[config.mk]
export PLATFORM = sky130hd
export DESIGN_NAME = rsnh_dir
export DESIGN_NICKNAME = d
export VERILOG_FILES = /design/src/rtl/rsnh_pkg.sv /design/src/rtl/rsnh_dir.sv
export SDC_FILE = /design/constraint.sdc
export NUM_CORES = 1
export LEC_CHECK = 0
export ABC_AREA = 1
export BUFFER_PORTS_ARGS = -buffer_cell sky130_fd_sc_hd__buf_2
export CAP_MARGIN = 20
export CELL_PAD_IN_SITES_DETAIL_PLACEMENT = 1
export CELL_PAD_IN_SITES_GLOBAL_PLACEMENT = 2
export CORE_ASPECT_RATIO = 1.1
export CORE_MARGIN = 2
export CORE_UTILIZATION = 38
export CTS_CLUSTER_SIZE = 8
export DETAILED_ROUTE_END_ITERATION = 6
export PLACE_DENSITY_LB_ADDON = 0.25
export SLEW_MARGIN = 25
export SYNTH_ARGS = -nofsm -noshare
export SYNTH_HDL_FRONTEND = slang
export SYNTH_SLANG_ARGS = --single-unit
[constraint.sdc]
create_clock -name clk_i -period 4.85 [get_ports clk_i]
set_input_delay 0.2425 -clock clk_i [delete_from_list [all_inputs] [get_ports clk_i]]
set_output_delay 0.2425 -clock clk_i [all_outputs]
set_load 0.03 [all_outputs]
[src/rtl/rsnh_pkg.sv]
`default_nettype none
package rsnh_pkg;

  // screen geometry
  localparam int SCREEN_WIDTH  = 640;
  localparam int SCREEN_HEIGHT = 480;

  // direction x: n = 8192*x + W, q = floor(n / 2W) - KX
  localparam longint KX     = 2048;
  localparam longint DX     = 2 * SCREEN_WIDTH;
  localparam longint NX_MAX = 8192 * 1023 + SCREEN_WIDTH;
  localparam int     NXW    = $clog2(NX_MAX + 1);
  localparam longint MX     = (longint'(1) << NXW) / DX;
  localparam int     MXW    = $clog2(MX + 1);
  localparam int     QXW    = $clog2(NX_MAX / DX + 2);

  // direction y: n = CY - 8192*y, q = floor(n / 2H) - KY
  localparam longint KY     = (4096 * 511 + SCREEN_HEIGHT - 1) / SCREEN_HEIGHT;
  localparam longint DY     = 2 * SCREEN_HEIGHT;
  localparam longint CY     = SCREEN_HEIGHT * 4097 + KY * DY;
  localparam longint NY_MAX = CY;
  localparam int     NYW    = $clog2(NY_MAX + 1);
  localparam longint MY     = (longint'(1) << NYW) / DY;
  localparam int     MYW    = $clog2(MY + 1);
  localparam int     QYW    = $clog2(NY_MAX / DY + 2);

  // direction components, 12 fraction bits, clamped to +-2.0
  localparam int DIR_W   = 15;
  localparam int DIR_MAX = 8192;

  // pipeline depth
  localparam int DIR_LAT    = 4;
  localparam int ROOT_STEPS = 32;
  localparam int SPH_LAT    = ROOT_STEPS + 5;
  localparam int PIPE_LAT   = DIR_LAT + SPH_LAT;

  localparam int NUM_W = 34;

  // register reset values
  localparam logic [47:0] CAMERA_RST   = 48'd0;
  localparam logic [63:0] SPHERE_A_RST = 64'd72060896851001344;
  localparam logic [63:0] SPHERE_B_RST = 64'd72061992084439552;
  localparam logic [63:0] SPHERE_C_RST = 64'd72061992084504064;

  typedef enum logic [1:0] {
    REG_CAMERA   = 2'd0,
    REG_SPHERE_A = 2'd1,
    REG_SPHERE_B = 2'd2,
    REG_SPHERE_C = 2'd3
  } reg_e;

  typedef enum logic [1:0] {
    HIT_NONE = 2'd0,
    HIT_A    = 2'd1,
    HIT_B    = 2'd2,
    HIT_C    = 2'd3
  } hit_e;

  // one step of the square root chain
  typedef struct packed {
    logic [63:0]        rem;
    logic [63:0]        root;
    logic               miss;
    logic signed [31:0] h;
  } root_t;

  // colour as {red, green, blue}
  function automatic logic [23:0] colour(input hit_e hit);
    logic [23:0] c;
    unique case (hit)
      HIT_A:   c = {8'd127, 8'd0, 8'd0};
      HIT_B:   c = {8'd0, 8'd0, 8'd127};
      HIT_C:   c = {8'd0, 8'd127, 8'd0};
      default: c = {8'd255, 8'd255, 8'd255};
    endcase
    return c;
  endfunction

endpackage
`default_nettype wire

[src/rtl/rsnh_dir.sv]
`default_nettype none
module rsnh_dir (
  input  logic                              clk_i,
  input  logic                              en_i,
  input  logic [9:0]                        pixel_x_i,
  input  logic [8:0]                        pixel_y_i,
  output logic signed [rsnh_pkg::DIR_W-1:0] dx_o,
  output logic signed [rsnh_pkg::DIR_W-1:0] dy_o
);
  import rsnh_pkg::*;

  logic [NXW-1:0] nx_q, nx2_q, nx3_q;
  logic [NYW-1:0] ny_q, ny2_q, ny3_q;
  logic [QXW-1:0] qx_q, qx3_q;
  logic [QYW-1:0] qy_q, qy3_q;
  logic [NXW-1:0] px_q;
  logic [NYW-1:0] py_q;

  logic [NXW+MXW-1:0] prodx;
  logic [NYW+MYW-1:0] prody;
  logic [NXW-1:0]     remx;
  logic [NYW-1:0]     remy;
  logic [QXW-1:0]     qcx;
  logic [QYW-1:0]     qcy;
  logic signed [31:0] vx, vy;
  logic signed [DIR_W-1:0] dx_d, dy_d;

  // reciprocal multiply, result is the quotient or one below
  assign prodx = (NXW+MXW)'(nx_q) * (NXW+MXW)'(MX);
  assign prody = (NYW+MYW)'(ny_q) * (NYW+MYW)'(MY);

  // one correction step, then remove the bias and clamp
  always_comb begin
    remx = nx3_q - px_q;
    remy = ny3_q - py_q;
    qcx  = (remx >= NXW'(DX)) ? qx3_q + QXW'(1) : qx3_q;
    qcy  = (remy >= NYW'(DY)) ? qy3_q + QYW'(1) : qy3_q;
    vx   = $signed({{(32-QXW){1'b0}}, qcx}) - 32'(KX);
    vy   = $signed({{(32-QYW){1'b0}}, qcy}) - 32'(KY);
    if (vx > 32'sd8192)       dx_d = DIR_W'(DIR_MAX);
    else if (vx < -32'sd8192) dx_d = -DIR_W'(DIR_MAX);
    else                      dx_d = DIR_W'(vx);
    if (vy > 32'sd8192)       dy_d = DIR_W'(DIR_MAX);
    else if (vy < -32'sd8192) dy_d = -DIR_W'(DIR_MAX);
    else                      dy_d = DIR_W'(vy);
  end

  always_ff @(posedge clk_i) begin
    if (en_i) begin
      nx_q  <= NXW'({pixel_x_i, 13'd0}) + NXW'(SCREEN_WIDTH);
      ny_q  <= NYW'(CY) - NYW'({pixel_y_i, 13'd0});
      nx2_q <= nx_q;
      ny2_q <= ny_q;
      qx_q  <= QXW'(prodx >> NXW);
      qy_q  <= QYW'(prody >> NYW);
      nx3_q <= nx2_q;
      ny3_q <= ny2_q;
      qx3_q <= qx_q;
      qy3_q <= qy_q;
      px_q  <= NXW'(qx_q) * NXW'(DX);
      py_q  <= NYW'(qy_q) * NYW'(DY);
      dx_o  <= dx_d;
      dy_o  <= dy_d;
    end
  end

endmodule
`default_nettype wire

==> flow_metrics.env, run 1 <==
export IMPL_status="finished clean"
export IMPL_vias_in_the_first_global_route=9287
export IMPL_setup_total_negative_slack_ns=0
export IMPL_cp_slowest_cell="sky130_fd_sc_hd__fa_1"
export IMPL_min_delay_path_depth=1
export IMPL_postSynthRegisterBits=169
export IMPL_synthesis_instances=1287
export IMPL_type_of_destination_of_the_critical_path="register"
export IMPL_dr_first_iter_drc_count=334
export IMPL_critPathKind="register to register"
export IMPL_crit_path_cell_trace="inv_1, ha_1, fa_1, fa_1, inv_1, fa_1, inv_1, fa_1, inv_1, ha_2, a21oi_2, o21ai_0, a211oi_1, nand3_1, nand3_1, nand2_1, xor2_1"
export IMPL_viasPerCell=4.83
export IMPL_critPathTopFamily="adder cells"
export IMPL_worstPathBufferInverterCount=4
export IMPL_clk_path_buf_depth=2
export IMPL_max_stage_delay_ns=0.54
export IMPL_clock_insertion_delay_worst_skew_ns=0.44
export IMPL_grt_antenna_before_repair=0
export IMPL_tritoncts_num_sinks=169
export IMPL_synth_compound_gate_area_share_pct=6.52
export IMPL_die_x_um=181
export IMPL_timing_critical_path_from_type="register"
export IMPL_ios=51
export IMPL_grt_max_degree=99
export IMPL_h_tree_depth_reported_by_cts=4
export IMPL_final_min_clock_period_ns=4.57
export IMPL_synth_yosys_seq_area_share_pct=38.6
export IMPL_first_pass_grt_wire_length_um=45500
export IMPL_finish_net_count=1660
export IMPL_num_antenna_cells=0
export IMPL_fillCellCount=3865
export IMPL_routed_wl_um=26900
export IMPL_post_synth_cell_area_avg_um2=10.2
export IMPL_slew_limit_headroom_pct=54.4
export IMPL_path_clk_slew_ns=0.08
export IMPL_synthAdderAreaFrac_pct=29.2
export IMPL_timing_hold_worst_endpoint="ny_q[17]"
export IMPL_die_area_um2=36100
export IMPL_final_setup_violation_count=0
export IMPL_synthesis_nets=1577
export IMPL_cts_buffers_inserted=17
export IMPL_min_from="pixel_y_i[4]"
export IMPL_final_max_slew_viol_count=0
export IMPL_synth_top_family_by_area="adder cells"
export IMPL_ff2ff_path_depth=17
export IMPL_floorplan_initialDensity_pct=38.5
export IMPL_detail_route_antenna_nets=0
export IMPL_synth_top_cells_by_area="sky130_fd_sc_hd__edfxtp_1 (39%), sky130_fd_sc_hd__ha_1 (20%), sky130_fd_sc_hd__fa_1 (9.5%)"
export IMPL_floorplan_die_height_um=199
export IMPL_clock_tree_root_cell="sky130_fd_sc_hd__clkbuf_16"
export IMPL_max_frequency_mhz=219
export IMPL_worstMarginPinSlew_ns=0.684
export IMPL_timing_hold_worst_class="input port to register"
export IMPL_timing_final_crit_share_pct=94.2
export IMPL_final_hold_violation_count=0
export IMPL_post_dp_hpwl_um=21800
export IMPL_detailroute_via_count=8787
export IMPL_yosysTopAreaCellShare_pct=38.6
export IMPL_routed_wire_length_per_instance_um=14.8
export IMPL_post_cts_repair_setup_buffers=0
export IMPL_critical_path_arrival_ns=4.76
export IMPL_summed_instance_area_of_the_synthesized_netlist_um2=13100
export IMPL_mux_cell_area_share_after_synthesis_pct=0
export IMPL_xor_and_xnor_fraction_of_the_mapped_netlist_area_pct=6.06
export IMPL_layout_drive_gt1_share_pct=9.11
export IMPL_synth_flop_cell="sky130_fd_sc_hd__edfxtp_1"
export IMPL_globalRoute_totalOverflow=0
export IMPL_area_growth_syn_to_layout_pct=11.7
export IMPL_grt_setup_unrepaired="false"
export IMPL_tritoncts="built"
export IMPL_async_reset_ff_share_pct=0
export IMPL_worst_r2r_setup_slack_ns=0.28
export IMPL_reg2reg_from="nx_q[15]"
export IMPL_portBuffers=50
export IMPL_synth_simple_gate_area_share_pct=13.2
export IMPL_routability_congestion_estimate_from_global_placement=0.804
export IMPL_synth_edff_count=169
export IMPL_regToRegEndpoint="qx_q[12]"
export IMPL_post_route_drc_count=0
export IMPL_synthDistinctLibCells=45
export IMPL_synth_largest_area_cell="sky130_fd_sc_hd__edfxtp_1"
export IMPL_path_max_fanout=5
export IMPL_row_count=71
export IMPL_grt_util_all_layers_pct=15.8
export IMPL_coreArea_um2=34100
export IMPL_dr_pass1_iters=4
export IMPL_maxCapViolations=0
export IMPL_fin_skew_ns=0.0176
export IMPL_critical_path_required_ns=5.04
export IMPL_synth_warnings=0
[cells in the mapped netlist (5+ instances only)]
master / count
sky130_fd_sc_hd__nor2_1: 57
sky130_fd_sc_hd__a21oi_1: 74
sky130_fd_sc_hd__nand3_1: 41
sky130_fd_sc_hd__o21bai_1: 9
sky130_fd_sc_hd__nand4_1: 26
sky130_fd_sc_hd__edfxtp_1: 169
sky130_fd_sc_hd__nand2_2: 9
sky130_fd_sc_hd__inv_1: 208
sky130_fd_sc_hd__nand3b_1: 5
sky130_fd_sc_hd__xor2_1: 59
sky130_fd_sc_hd__nand2_1: 222
sky130_fd_sc_hd__o21ai_0: 30
sky130_fd_sc_hd__fa_1: 62
sky130_fd_sc_hd__xnor2_1: 30
sky130_fd_sc_hd__nor3_1: 10
sky130_fd_sc_hd__a31oi_1: 8
sky130_fd_sc_hd__nor2_2: 9
sky130_fd_sc_hd__ha_1: 207
[cell families (layout without fill, tap and decap cells)]
kind of cell / count (synthesis) / count (layout)
AND/OR/NAND/NOR: 392 / 392
AO/OA/AOI/OAI: 149 / 149
flip-flops: 169 / 169
XOR/XNOR: 90 / 90
buffers and inverters: 218 / 314
adder cells (fa/ha/maj): 269 / 269
[metrics by stage]
stage / instance area (µm²) / std cells / util, % / hold WS, ns / worst slack (ns)
2_1_floorplan: 13100 / 1287 / - / 0.341 / 0.277
3_3_place_gp: 14000 / 1779 / 41.0 / 0.401 / 0.206
3_5_place_dp: 14000 / 1779 / 41.0 / 0.406 / 0.124
4_1_cts: 14700 / 1821 / 43.0 / 0.00816 / 0.132
5_1_grt: 14700 / 1821 / 43.0 / 0.0253 / 0.0366
6_report: 14700 / 1821 / 43.0 / 0.0313 / 0.281
[flip-flops by register name (all words and copies together) (netlist names)]
register  flops
nx2_q        10
qy_q         13
nx3_q        10
ny2_q        10
ny3_q        10
qx3_q        13
qx_q         13
px_q         13
nx_q         10
py_q         16
dx_o         14
qy3_q        13
ny_q         10
dy_o         14
[layout by cell type (no fill, tap or decap), types with 3 or more instances in the layout]
| cell | n |
|---|---|
| sky130_fd_sc_hd__o21ai_1 | 4 |
| sky130_fd_sc_hd__nand2_1 | 222 |
| sky130_fd_sc_hd__nor3_1 | 10 |
| sky130_fd_sc_hd__inv_1 | 208 |
| sky130_fd_sc_hd__buf_2 | 49 |
| sky130_fd_sc_hd__o31ai_1 | 3 |
| sky130_fd_sc_hd__a21o_1 | 4 |
| sky130_fd_sc_hd__dlygate4sd3_1 | 10 |
| sky130_fd_sc_hd__clkinv_4 | 4 |
| sky130_fd_sc_hd__o21ai_0 | 30 |
| sky130_fd_sc_hd__buf_4 | 10 |
| sky130_fd_sc_hd__nand3_2 | 3 |
| sky130_fd_sc_hd__o211ai_1 | 3 |
| sky130_fd_sc_hd__nand2_4 | 4 |
| sky130_fd_sc_hd__edfxtp_1 | 169 |
| sky130_fd_sc_hd__xnor2_1 | 30 |
| sky130_fd_sc_hd__nor2_2 | 9 |
| sky130_fd_sc_hd__o21bai_1 | 9 |
| sky130_fd_sc_hd__xor2_1 | 59 |
| sky130_fd_sc_hd__nand3_1 | 41 |
| sky130_fd_sc_hd__a31oi_1 | 8 |
| sky130_fd_sc_hd__inv_8 | 3 |
| sky130_fd_sc_hd__a21oi_1 | 73 |
| sky130_fd_sc_hd__nand2_2 | 9 |
| sky130_fd_sc_hd__nor2_1 | 57 |
| sky130_fd_sc_hd__fa_1 | 62 |
| sky130_fd_sc_hd__ha_1 | 206 |
| sky130_fd_sc_hd__inv_2 | 3 |
| sky130_fd_sc_hd__nand3b_1 | 5 |
| sky130_fd_sc_hd__clkbuf_16 | 17 |
| sky130_fd_sc_hd__nand4_1 | 26 |
[routing by layer]
| metal | routed length [µm] | vias to the layer above | global-route usage (%) | part of all wire (%) |
|---|---|---|---|---|
| met1 | 13200 | 4204 | 21.0 | 49 |
| met5 | 0 | - | 0 | 0 |
| li1 | - | 4504 | - | - |
| met2 | 13000 | 66 | 27.3 | 48 |
| met3 | 460 | 13 | 2.00 | 1.7 |
| met4 | 280 | 0 | 4.40 | 1.0 |
[worst reg2reg max path, delay by kind of cell (launching register included)]
kind | cells | cell delay (ns)
simple gates | 3 | 0.35
compound gates | 3 | 0.47
flops | 1 | 0.39
fa+ha+maj | 6 | 2.73
xor+xnor | 1 | 0.13
buf+inv | 4 | 0.25
[final cells by class]
class                   instances  area [µm²]  share of cell area, %
clock buffers                  18         429                   2.93
clock inverters                14         139                  0.947
inverters                     211         792                   5.40
multi-input cells             900        7230                   49.3
flip-flops and latches        169        5070                   34.6
well taps                     438         548                   3.74
repair buffers                 71         452                   3.08
[how the worst max path moves through the flow]
| stage | start | to | slack, ns | cells after the start |
|---|---|---|---|---|
| after floorplan | nx_q[14] | qx_q[12] | 0.28 | 16 |
| final | nx_q[15] | qx_q[12] | 0.28 | 17 |
| after global routing | nx_q[15] | qx_q[11] | 0.04 | 16 |
| after detailed placement | nx_q[15] | qx_q[12] | 0.12 | 17 |
| after CTS | nx_q[15] | qx_q[12] | 0.13 | 17 |
| after global placement | nx_q[15] | qx_q[12] | 0.21 | 17 |
[timing repair]
| item | in CTS | in global routing |
|---|---|---|
| resized for setup | 0 | 3 |
| hold buffers | 10 | 0 |
| endpoints found under the setup margin | 0 | 1 |
| endpoints found under the hold margin | 10 | 0 |
Power of run 1 is not shown: default switching activity piles up to over one toggle a cycle in this logic, so the estimate is an artifact.
==> run 2, diff against run 1 <==
ABC_AREA = unset   (was 1)
CAP_MARGIN = unset   (was 20)
CORE_UTILIZATION = 40   (was 38)
==> run 2 against run 1 <==
  * Critical path depth rose by 2
  * Critical endpoint unchanged
  * Largest cell class unchanged
  * The run now ends with negative setup slack left
  * Design area is 0.95% lower
  * Sequential cell count stayed put
  * Synthesized cell count shrank 18%
  * Worst hold slack worse by 0.0017 ns
  * Register-to-register slack worse by 0.33 ns
  * Synthesized area decreased by 4.4%
  * Cell count fell by 12%
  * Highest routed layer unchanged
  * Critical path type unchanged
  * Global-route usage increased by 0.28 points
==> flow_metrics.env, run 2 <==
export IMPL_reg2reg_from="nx_q[14]"
export IMPL_largest_register="py_q"
export IMPL_post_synth_cell_area_avg_um2=11.9
export IMPL_powerDensity_nw_per_um2=762
export IMPL_coreArea_um2=31100
export IMPL_final_cell_mix="sky130_fd_sc_hd__ha_1 (191), sky130_fd_sc_hd__edfxtp_1 (169), sky130_fd_sc_hd__inv_1 (123)"
export IMPL_leading_cell_type_in_the_layout_fill_and_taps_excluded="sky130_fd_sc_hd__ha_1"
export IMPL_num_antenna_cells=0
export IMPL_grt_max_degree=115
export IMPL_timing_hold_worst_class="input port to register"
export IMPL_clock_tree_root_cell="sky130_fd_sc_hd__clkbuf_16"
export IMPL_routed_wl_um=25100
export IMPL_synth_compound_gate_area_share_pct=8.56
export IMPL_synth_warnings=0
export IMPL_final_min_clock_period_ns=4.89
export IMPL_power_static_leakage_nw=6.34
export IMPL_grt_util_all_layers_pct=16.1
export IMPL_worst_slack_ns=-0.0443
export IMPL_final_hold_worst_slack_ns=0.0296
export IMPL_synthTopCellsByCount="sky130_fd_sc_hd__ha_1 (207), sky130_fd_sc_hd__edfxtp_1 (169), sky130_fd_sc_hd__inv_1 (129)"
export IMPL_summed_instance_area_of_the_synthesized_netlist_um2=12600
export IMPL_floorplan_initialDensity_pct=40.3
export IMPL_die_area_um2=32800
export IMPL_synth_edff_count=169
export IMPL_dr_pass1_iters=4
export IMPL_grt_antenna_before_repair=0
export IMPL_synth_yosys_seq_area_share_pct=40.4
export IMPL_synth_simple_gate_area_share_pct=8.61
export IMPL_final_max_slew_viol_count=0
export IMPL_die_x_um=173
export IMPL_cpMostUsedCell="sky130_fd_sc_hd__fa_1"
export IMPL_yosysTopAreaCellShare_pct=40.4
export IMPL_timing_critical_path_from_type="register"
export IMPL_synthMostInstantiatedCell="sky130_fd_sc_hd__ha_1"
export IMPL_timing_hold_worst_endpoint="ny_q[17]"
export IMPL_xor_and_xnor_fraction_of_the_mapped_netlist_area_pct=6.26
export IMPL_largest_register_ff_count=16
export IMPL_cts_buffers_inserted=17
export IMPL_failed_checks="negative setup slack"
export IMPL_path_clk_slew_ns=0.07
export IMPL_max_stage_delay_ns=0.51
export IMPL_cp_slowest_cell="sky130_fd_sc_hd__fa_1"
export IMPL_vias_in_the_first_global_route=8676
export IMPL_clock_insertion_delay_worst_skew_ns=0.44
export IMPL_post_route_drc_count=0
export IMPL_critical_path_required_ns=5.04
export IMPL_worst_r2r_setup_slack_ns=-0.04
export IMPL_biggest_regs="py_q (16), dx_o (14), dy_o (14)"
export IMPL_timing_final_crit_share_pct=101
export IMPL_synth_flop_cell="sky130_fd_sc_hd__edfxtp_1"
export IMPL_ios=51
export IMPL_slew_limit_headroom_pct=57.1
export IMPL_min_from="pixel_y_i[4]"
export IMPL_first_pass_grt_wire_length_um=42400
export IMPL_path_max_fanout=3
export IMPL_grt_setup_unrepaired="true"
export IMPL_max_frequency_mhz=204
export IMPL_finish_net_count=1457
export IMPL_worstMarginPinSlew_ns=0.643
export IMPL_synth_largest_area_cell="sky130_fd_sc_hd__edfxtp_1"
export IMPL_viasPerCell=5.05
export IMPL_critical_path_origin="nx_q[14]"
export IMPL_max_vdd_ir_drop_uv=373
export IMPL_clk_path_buf_depth=2
export IMPL_critPathKind="register to register"
export IMPL_synth_top_family_by_area="adder cells"
export IMPL_tritoncts_num_sinks=169
export IMPL_routability_congestion_estimate_from_global_placement=0.787
export IMPL_row_count=68
export IMPL_dp_worst_setup_slack_ns=-0.294
export IMPL_mux_cell_area_share_after_synthesis_pct=1.16
export IMPL_synthesis_instances=1056
export IMPL_async_reset_ff_share_pct=0
export IMPL_worstPathBufferInverterCount=4
export IMPL_final_setup_violation_count=1
export IMPL_ff2ff_path_depth=19
export IMPL_critical_path_arrival_ns=5.09
export IMPL_tritoncts="built"
export IMPL_portBuffers=50
export IMPL_globalRoute_totalOverflow=0
export IMPL_crit_path_cell_trace="buf_6, ha_4, fa_1, fa_1, inv_2, fa_1, inv_1, fa_1, inv_2, ha_4, and2_4, o21ai_2, o31a_1, a2111oi_4, a211o_1, o21a_1, o21a_1, nor2_1, xnor2_1"
export IMPL_status="finished with violations"
export IMPL_critPathTopFamily="adder cells"
export IMPL_synthDistinctLibCells=66
export IMPL_synth_top_cells_by_area="sky130_fd_sc_hd__edfxtp_1 (40%), sky130_fd_sc_hd__ha_1 (21%), sky130_fd_sc_hd__fa_1 (9.9%)"
export IMPL_synthAdderAreaFrac_pct=30.5
export IMPL_detail_route_antenna_nets=0
export IMPL_fin_skew_ns=0.0105
export IMPL_final_hold_violation_count=0
export IMPL_area_growth_syn_to_layout_pct=15.8
export IMPL_h_tree_depth_reported_by_cts=4
export IMPL_layout_drive_gt1_share_pct=15.9
export IMPL_post_dp_hpwl_um=19700
export IMPL_postSynthRegisterBits=169
export IMPL_regToRegEndpoint="qx_q[12]"
export IMPL_detailroute_via_count=8077
export IMPL_floorplan_die_height_um=190
export IMPL_type_of_destination_of_the_critical_path="register"
export IMPL_synthesis_nets=1346
export IMPL_maxCapViolations=0
export IMPL_min_delay_path_depth=1
export IMPL_routed_wire_length_per_instance_um=15.7
export IMPL_dr_first_iter_drc_count=239
run 2: metrics by stage:
stage | util (%) | cells | setup TNS (ns) | power [mW] | cell area, µm²
2_1_floorplan | - | 1056 | 0 | 7.87 | 12600
3_3_place_gp | 43.5 | 1542 | -0.254 | 9.24 | 13500
3_5_place_dp | 43.5 | 1542 | -0.803 | 9.48 | 13500
4_1_cts | 45.9 | 1595 | -0.0531 | 11.0 | 14300
5_1_grt | 46.7 | 1600 | -0.612 | 12.3 | 14500
6_report | 46.7 | 1600 | -0.0443 | 11.1 | 14500
run 2: worst max-delay path by stage:
stage	end	depth (start not counted)
floorplan	qx_q[12]	19
global placement	qx_q[12]	20
detailed placement	qx_q[12]	20
CTS	qx_q[12]	19
global route	qx_q[12]	19
finish	qx_q[12]	19
run 2: final cells by class:
type,count,area [µm²]
timing repair buffer,107,731
fill,3332,16600
multi-input combinational,743,7190
tap,420,526
clock buffer,19,433
clock inverter,13,96.3
inverter,129,484
sequential,169,5070
run 2: cells by family (layout without fill, tap and decap cells):
family	after synthesis	in the layout
fa+ha+maj	269	269
simple gates	213	213
flops	169	169
compound gates	159	159
buf+inv	144	268
xor+xnor	88	88
mux	14	14
run 2: report_power, final:
part / total [mW] / internal (mW) / switching [mW] / leakage, nW
combinational: 6.91 / 3.32 / 3.60 / 4.44
sequential: 2.90 / 2.51 / 0.388 / 1.65
clock: 1.25 / 0.658 / 0.596 / 0.247
run 2: timing repair:
| item | in CTS | in global routing |
|---|---|---|
| gates resized for setup | 12 | 28 |
| setup buffers | 12 | 8 |
| hold endpoints to repair | 9 | 0 |
| hold buffers | 9 | 0 |
| endpoints found under the setup margin | 5 | 7 |
| pin swaps | 26 | 21 |
run 2: metal layers:
metal | global-route usage (%) | wire length [µm]
met1 | 20.3 | 11800
met2 | 28.7 | 12400
met3 | 2.36 | 492
met4 | 4.99 | 392
met5 | 0 | 0
Power figures use the tool's default switching activity.
